### config.mk
export PLATFORM = sky130hd
export DESIGN_NAME = cbf_mod
export DESIGN_NICKNAME = d
export VERILOG_FILES = /design/src/hw/rtl/cbf_pkg.sv /design/src/hw/rtl/cbf_mod.sv
export SDC_FILE = /design/constraint.sdc
export NUM_CORES = 1
export LEC_CHECK = 0
export BUFFER_PORTS_ARGS = -buffer_cell sky130_fd_sc_hd__buf_4
export CAP_MARGIN = 20
export CELL_PAD_IN_SITES_DETAIL_PLACEMENT = 1
export CELL_PAD_IN_SITES_GLOBAL_PLACEMENT = 2
export CORE_MARGIN = 5
export CORE_UTILIZATION = 33
export CTS_BUF_LIST = sky130_fd_sc_hd__clkbuf_16
export CTS_CLUSTER_DIAMETER = 100
export CTS_CLUSTER_SIZE = 40
export DETAILED_ROUTE_END_ITERATION = 16
export GPL_TIMING_DRIVEN = 0
export PLACE_DENSITY_LB_ADDON = 0.05
export SETUP_SLACK_MARGIN = 0.1
export SLEW_MARGIN = 15
export SYNTH_ARGS = -nofsm -noshare
export SYNTH_HDL_FRONTEND = slang
export SYNTH_SLANG_ARGS = --single-unit
export TNS_END_PERCENT = 5
### constraint.sdc
create_clock -name i_clk -period 2.7 [get_ports i_clk]
set_clock_uncertainty 0.15 [all_clocks]
set_input_delay 0.54 -clock i_clk [delete_from_list [all_inputs] [get_ports i_clk]]
set_output_delay 0.54 -clock i_clk [all_outputs]
set_load 0.03 [all_outputs]
### src/hw/rtl/cbf_pkg.sv
package cbf_pkg;

    localparam int KEY_W = 64;
    localparam logic [63:0] HASH_BASIS = 64'hCBF29CE484222325;
    localparam logic [63:0] HASH_PRIME = 64'h00000100000001B3;
    localparam logic [3:0] COUNT_TOP = 4'd15;

    localparam logic [1:0] MODE_INSERT = 2'd0;
    localparam logic [1:0] MODE_REMOVE = 2'd1;
    localparam logic [1:0] MODE_QUERY  = 2'd2;

    localparam logic CFG_NUM_COUNTERS = 1'b0;
    localparam logic CFG_NUM_HASHES   = 1'b1;

    typedef struct packed {
        logic [1:0]  mode;
        logic [63:0] key_bytes;
        logic [3:0]  key_length;
    } t_in_beat;

    typedef struct packed {
        logic        hit;
        logic [31:0] element_count;
    } t_out_beat;

    typedef enum logic [3:0] {
        ST_CLEAR,
        ST_IDLE,
        ST_HASH,
        ST_MUL,
        ST_MOD,
        ST_RD,
        ST_WAIT,
        ST_UPD,
        ST_NEXT,
        ST_DONE,
        ST_OUT
    } t_state;

endpackage

### src/hw/rtl/cbf_mod.sv
module cbf_mod
    import cbf_pkg::*;
(
    input  logic        i_clk,
    input  logic        i_rst_n,
    input  logic        i_start,
    input  logic [63:0] i_value,
    input  logic [12:0] i_modulus,
    output logic        o_done,
    output logic [12:0] o_rem
);
    logic [63:0] r_val, n_val;
    logic [12:0] r_rem, n_rem;
    logic [6:0]  r_cnt, n_cnt;
    logic        r_busy, n_busy;
    logic [13:0] w_sh;

    assign w_sh = {r_rem, r_val[63]};

    always_comb begin
        n_val  = r_val;
        n_rem  = r_rem;
        n_cnt  = r_cnt;
        n_busy = r_busy;
        if (i_start) begin
            n_val  = i_value;
            n_rem  = '0;
            n_cnt  = '0;
            n_busy = 1'b1;
        end else if (r_busy) begin
            n_val = {r_val[62:0], 1'b0};
            if (w_sh >= {1'b0, i_modulus}) begin
                n_rem = 13'(w_sh - {1'b0, i_modulus});
            end else begin
                n_rem = w_sh[12:0];
            end
            n_cnt = 7'(r_cnt + 7'd1);
            if (r_cnt == 7'd63) begin
                n_busy = 1'b0;
            end
        end
    end

    always_ff @(posedge i_clk) begin
        if (!i_rst_n) begin
            r_busy <= 1'b0;
            r_cnt  <= '0;
        end else begin
            r_busy <= n_busy;
            r_cnt  <= n_cnt;
        end
        r_val <= n_val;
        r_rem <= n_rem;
    end

    assign o_done = !r_busy && !i_start;
    assign o_rem  = r_rem;
endmodule

==> impl_results.md, run 1 <==
* DRC violations left at 0
* CTS clk-pin slew, worst paths at approximately 0.060 ns
* Total wire length at between 10,000 and 15,000 µm
* Dpl cells at 600
* Num CTS Buffers at 9
* Leakage power at 2.302 nW
* Psw at between 800 and 900 µW
* Status: completed
* RSZ-0062 raised after global routing: yes
* Global-route wire length before repair at around 16,000 µm
* Share of Yosys cell area claimed by the top area cell type at 44.86%
* Vias in the first global route at 3,112
* Total of max-cap violations at 0
* Clk root buf: clkbuf_16
* Syn Area/Cell at around 13 µm²
* Class of the worst hold path: primary input to flop
* Netlist Area Pre-Place at roughly 4300 µm²
* Die area at approximately 15,000 µm²
* Synth area leader: edfxtp_1
* Data arrival, critical path at between 2 and 3 ns
* Final Max Slew Viols at 0
* Diodes inserted at 0
* Drt pass-1 iters at 4
* Adder-Cell Fraction of Synth Area at under 10%
* P_int at 2.606 mW
* Placer Congestion at roughly 0.73
* Slew margin rel. at around half
* Clk sink count at 85
* Worst path required time at 2.79 ns
* 1st-iter DRT viols at approximately 140
* Synth Flop Type: edfxtp_1
* Core area at 12,670 µm²
* Vias post-DR at between 3,000 and 4,000
* Total GRT Usage at a little over an eighth
* Die Y-Extent at 123.9 µm
* Setup ws final at approximately 0.2 ns
* F_max at around 0.40 GHz
* Std cell rows at 41
* Initial antenna violation count at 0
* DR WL/cell at roughly 16 µm
* Share of synthesized cell area in and, or, nand and nor gates at approximately 9.1%
* Min cycle time layout at 2.504 ns
* Combinational power share at a little under a fifth
* FILL cells at 1,379
* Hold Buf Count CTS at 0
* YS warnings at 0
* CTS max path bufs at 2
* CTS tree: yes
* Overall Power at 3.465 mW
* Compound-Gate Fraction of Synth Area at 8.032%
* Synth Area in XOR/XNOR at ~2.2%
* Worst r2r dst: o_rem[5]
* Multi-input gate area at around 1900 µm²
* Count of different cell masters after synthesis at around 50
* Final Hold Fails at 0
* Crit Path Max Fanout at 5
* Post-placement setup slack at -0.2984 ns
* Sw Ratio at approximately a quarter
* Vias/cell at 4.841
* Worst R2R Path Depth at 11
* Initial Utilization at about a third
* Crit Path Class: flop to flop
* Area growth syn-to-layout at 34.02%
* Post-synthesis sequential area ratio at roughly 55%
* Hpwl dp at around 7500 µm
* R2r setup slk at around 0.20 ns
* Most common library cells after synthesis: edfxtp_1, mux2_2, nor2_1
* Crit end category: flop
* Non-Filler Instances at roughly 620
* Yosys reg bits at 85
* Hold slack at 0.3307 ns
* Clock Power Share at a little over a third
* FF-to-FF Start: r_val[63]
* Final setup violation count at 0
* Grt ovf at 0
* Multiplexer share of the synthesized area at 18.20%
* Startpoint types: flop
* Share of layout cells above drive strength 1 at 46.12%
* HP Start: i_rst_n
* Ys async rst share at 0%
* Clock Latency Late Sink at between 0.3 and 0.4 ns
* WHS Path Cells at 2
* Slew @ Worst Pin at approximately 0.72 ns
* Synth area leaders: edfxtp_1, mux2_2, dfxtp_1
* Die X at 123.9 µm
* Count leader, synth: edfxtp_1
* Largest family of logic cells by synthesized area: multiplexers
* Max VDD drop at 0.2494 mV
* Post-synthesis cell count at around 340
* Final ANT Viol Nets at 0
* Port bufs at 92
* Syn_nets at 430
* CTS H-tree lvls at 3
* Largest net degree at the start of global routing at 36
* Power Density at around 600 nW/µm²
* Hold endpoint: r_busy
* Fin crit share at 92.73%
* Net count, final at 541
* # IOs at 94
* Number of synthesized flops with an enable pin at 64
* Register area at roughly 2300 µm²
* Sequential Power Share at between 40% and 50%
[power by group through the flow]
| stage | combinational [mW] | sequential (mW) | clock [mW] |
|---|---|---|---|
| floorplan | 0.353 | 1.64 | 0 |
| global placement | 0.576 | 1.63 | 0 |
| detailed placement | 0.591 | 1.63 | 0 |
| CTS | 0.627 | 1.60 | 1.26 |
| global route | 0.717 | 1.61 | 1.32 |
| finish | 0.650 | 1.60 | 1.21 |
[timing repair]
item	CTS	global route
endpoints found under the setup margin	8	12
setup buffers	5	0
pin swaps	7	7
hold endpoints to repair	0	0
gates resized for setup	10	15
gates cloned	0	2
[cells by family after synthesis]
logic type,count (synthesis)
flip-flops,85
AND/OR/NAND/NOR,76
XOR/XNOR,11
AO/OA/AOI/OAI,46
adder cells (fa/ha/maj),15
multiplexers,70
buffers and inverters,32
[placed cells by master (no fill, tap or decap), drive strengths merged, types with 2 or more instances in the layout]
master / instances
mux2: 63
nor3b: 2
a211oi: 4
a21o: 3
nor2: 23
or3: 3
clkinvlp: 2
a21oi: 9
buf: 108
xor2: 6
inv: 19
edfxtp: 64
and2: 4
o41ai: 2
xnor2: 5
dfxtp: 21
clkbuf: 16
mux2i: 7
o21ai: 5
nor2b: 5
a2111oi: 3
o31ai: 5
nand2b: 4
nor4: 2
nand4: 5
or2: 2
ha: 14
clkinv: 2
and3: 4
a311oi: 5
nand2: 17
[sequential cells by signal, indices dropped and copies added, names as in the netlist]
name / count
o_rem: 13
r_busy: 1
r_cnt: 7
r_val: 64
[stage by stage]
stage,cell area (µm²),setup TNS (ns),utilization (%)
2_1_floorplan,4318,0,-
3_3_place_gp,5224,-22.08,41.23
3_5_place_dp,5244,-2.736,41.38
4_1_cts,5647,0,44.56
5_1_grt,5742,0,45.31
6_report,5742,0,45.31
[final cells by class]
cell class	count	share of cell area, %
Sequential cell	85	40.86
Multi-Input combinational cell	218	33.62
Timing Repair Buffer	100	13.82
Clock buffer	9	3.922
Tap cell	172	3.748
Buffer	15	1.678
Clock inverter	7	1.177
Inverter	17	1.177
[layer usage]
layer / share of wire [%] / GRT usage (%) / vias to the layer above
li1: - / - / 1478
met1: 48 / 19.05 / 1467
met2: 45 / 20.11 / 62
met3: 5.7 / 3.315 / 9
met4: 1.3 / 4.723 / 0
met5: 0 / 0 / -
[critical path: stages (launching register included)]
cell	delay, ns
edfxtp_1	0.36
inv_2	0.05
ha_4	0.15
fa_2	0.36
nor2b_4	0.15
o31ai_4	0.07
a2111oi_4	0.40
nor4_4	0.08
buf_6	0.16
buf_12	0.13
mux2i_1	0.12
a211oi_1	0.22
[worst max path at each step]
stage	from	to	slack [ns]	cells past startpoint
2_1_floorplan	i_start	r_val[0]	0.10	4
3_3_place_gp	i_start	r_val[8]	-0.31	4
3_5_place_dp	i_modulus[10]	o_rem[10]	-0.30	12
4_1_cts	o_rem[8]	o_rem[10]	0.10	9
5_1_grt	r_val[63]	o_rem[11]	0.07	11
6_report	r_val[63]	o_rem[5]	0.20	11
No activity file was read; power rests on OpenSTA's default activity.
==> run 2: changes to the inputs <==
CELL_PAD_IN_SITES_GLOBAL_PLACEMENT = 1   (was 2)
CORE_UTILIZATION = 39   (was 33)
==> run 2 against run 1 <==
Via count shrank 0.83%. Register-to-register slack got worse by 0.03 ns. Clock power is 3% higher. First-iteration DRC count is 17% lower. Critical path depth stayed put. Non-clock buffer count shrank 2. Critical endpoint is now o_rem[0]. Worst hold slack barely moved. Global-route usage is 1.9 points higher.
==> impl_results.md, run 2 (same netlist as run 1, synthesis figures left out) <==
* Slew @ Worst Pin at 0.6598 ns (-0.06260 ns)
* Commonest non-fill, non-tap cell in the layout: buf_4
* Status: completed
* RSZ-0062 raised after global routing: yes
* R2r setup slk at 0.17 ns (-0.03 ns)
* Clock Latency Late Sink at 0.33 ns (about the same)
* Grt ovf at 0 (unchanged)
* Final ANT Viol Nets at 0 (unchanged)
* Max VDD drop at 0.3744 mV (+50%)
* CP Capture Point: o_rem[0]
* Sw Ratio at 24.93% (+0.15 points)
* P_int at 2.596 mW (-0.40%)
* Slowest cell on the critical path: fa_2
* Die X at 114.8 µm (-7.4%)
* Initial antenna violation count at 0 (unchanged)
* DR WL/cell at 16.50 µm (+0.26%)
* DRT met1 WL at 4204 µm (-14%)
* FF-to-FF Start: r_val[63]
* Non-Filler Instances at 589 (-5.5%)
* Initial Utilization at 39.69% (+5.9 points)
* F_max at 0.3950 GHz (-1.1%)
* Vias in the first global route at 3,233 (+3.9%)
* Total of max-cap violations at 0 (unchanged)
* Hold Buf Count CTS at 0 (unchanged)
* Slew margin rel. at 55.92% (+4.1 points)
* Worst path required time at 2.78 ns (about the same)
* Num CTS Buffers at 9 (unchanged)
* Data arrival, critical path at 2.61 ns (+0.02 ns)
* Met3 Wirelength at 683 µm (+18%)
* Largest net degree at the start of global routing at 36 (unchanged)
* Max stage delay on crit path at 0.37 ns (-0.03 ns)
* CTS clk-pin slew, worst paths at 0.07 ns (about the same)
* Hpwl dp at 7260 µm (-3.0%)
* CP startpoint: r_val[63]
* CTS tree: yes
* Startpoint types: flop
* Clk sink count at 85 (unchanged)
* Class of the worst hold path: primary input to flop
* Psw at 862.3 µW (+0.39%)
* Dpl cells at 568 (-5.3%)
* Largest delay share family, worst path: compound AO/OA/AOI/OAI gates
* Largest reg by FF count: r_val
* Final setup violation count at 0 (unchanged)
* Clk root buf: clkbuf_16
* Max FFs per register at 64 (unchanged)
* Share of layout cells above drive strength 1 at 44.32% (-1.8 points)
* Drt pass-1 iters at 6 (+2)
* CTS max path bufs at 2 (unchanged)
* CP Cell Sequence: inv_1 > ha_2 > fa_2 > nor2b_4 > o31ai_2 > a2111oi_2 > buf_4 > nor4_4 > buf_6 > or2_0 > a311oi_1
* Core area at 10,790 µm² (-15%)
* Die Y-Extent at 114.8 µm (-7.4%)
* Power Density at 616.8 nW/µm² (+2.2%)
* Combinational power share at 17.4% (-1.4 points)
* Crit end category: flop
* Instance count on the critical path at 11 (unchanged)
* Final Hold Fails at 0 (unchanged)
* Placer Congestion at 0.8050 (+10%)
* CTS H-tree lvls at 3 (unchanged)
* Global-route wire length before repair at 15,860 µm (-0.78%)
* Top sig layer: met4
* Clock Power Share at 36.3% (+1.3 points)
* DRC violations left at 0 (unchanged)
* Worst R2R Path Depth at 11 (unchanged)
* Worst r2r dst: o_rem[0]
* Vias post-DR at 2,991 (-0.83%)
* Crit Path Class: flop to flop
* Commonest non-fill, non-tap cells in the layout: buf_4, edfxtp_1, mux2_2, nor2_1, dfxtp_1
* Port bufs at 92 (unchanged)
* HP Start: i_rst_n
* Std cell rows at 38 (-7.3%)
* Die area at 13,180 µm² (-14%)
* Area growth syn-to-layout at 30.87%
* Total GRT Usage at 15.36% (+1.9 points)
* Diodes inserted at 0 (unchanged)
* Fin crit share at 93.77% (+1.0 points)
* Total wire length at 9718 µm (-5.2%)
* Wire length on met2 at 4699 µm (+1.5%)
* Vias/cell at 5.078 (+4.9%)
* Min cycle time layout at 2.532 ns (+0.02812 ns)
* 1st-iter DRT viols at 120 (-17%)
* FILL cells at 1,104 (-20%)
* WP buf/inv at 3 (unchanged)
* Final Max Slew Viols at 0 (unchanged)
* Sequential Power Share at 46.3% (about the same)
* Leakage power at 2.287 nW (-0.68%)
* Hold slack at 0.3304 ns (-0.0002590 ns)
* # IOs at 94 (unchanged)
* Net count, final at 539 (-0.37%)
* Crit Path Max Fanout at 8 (+3)
[run 2: cell types whose count changed in the layout (fill, tap and decap cells not counted), sizes merged]
cell,delta
clkinvlp,-1
buf,-1
clkbuf,-1
clkinv,+2
inv,-1
[run 2: power by group through the flow]
stage | combinational, mW | sequential (mW) | clock, mW
5_1_grt | 0.665 | 1.61 | 1.36
3_3_place_gp | 0.565 | 1.63 | 0
4_1_cts | 0.606 | 1.60 | 1.30
3_5_place_dp | 0.584 | 1.63 | 0
2_1_floorplan | 0.353 | 1.64 | 0
6_report | 0.602 | 1.60 | 1.25
[run 2: worst min path at each step]
stage | end | slack, ns | depth (start not counted)
6_report | r_busy | 0.33 | 2
5_1_grt | r_busy | 0.33 | 2
4_1_cts | r_busy | 0.32 | 2
3_5_place_dp | r_cnt[5] | 0.33 | 2
3_3_place_gp | r_cnt[6] | 0.32 | 2
2_1_floorplan | r_cnt[6] | 0.30 | 2
[run 2: what timing repair did]
item | 4_1_cts | 5_1_grt
resized for setup | 5 | 6
hold endpoints to repair | 0 | 0
setup endpoints to repair | 7 | 12
pin swaps | 4 | 4
setup buffers | 4 | 1
[run 2: layer usage]
metal	global-route usage [%]	up-vias
met5	0	-
met4	5.634	0
met3	4.789	9
met2	24.72	65
met1	19.57	1446
li1	-	1471
[run 2: final cells by class]
| class | count | area (µm²) | area share, % |
|---|---|---|---|
| buffer | 15 | 92.59 | 1.651 |
| clock buffer | 9 | 225.2 | 4.017 |
| clock inverter | 7 | 81.33 | 1.451 |
| inverter | 17 | 67.56 | 1.205 |
| multi-input combinational | 218 | 1859 | 33.16 |
| sequential | 85 | 2345 | 41.82 |
| tap | 140 | 175.2 | 3.124 |
| timing repair buffer | 98 | 760.7 | 13.57 |
[run 2: through the flow]
step	util (%)	worst slack [ns]	TNS (ns)	total power [mW]	area [µm²]
2_1_floorplan	-	0.1009	0	1.995	4318
3_3_place_gp	48.03	-0.2777	-19.28	2.194	5184
3_5_place_dp	48.21	-0.2785	-2.285	2.214	5204
4_1_cts	51.70	0.06524	0	3.510	5580
5_1_grt	51.95	0.02227	0	3.637	5607
6_report	51.95	0.1682	0	3.458	5607
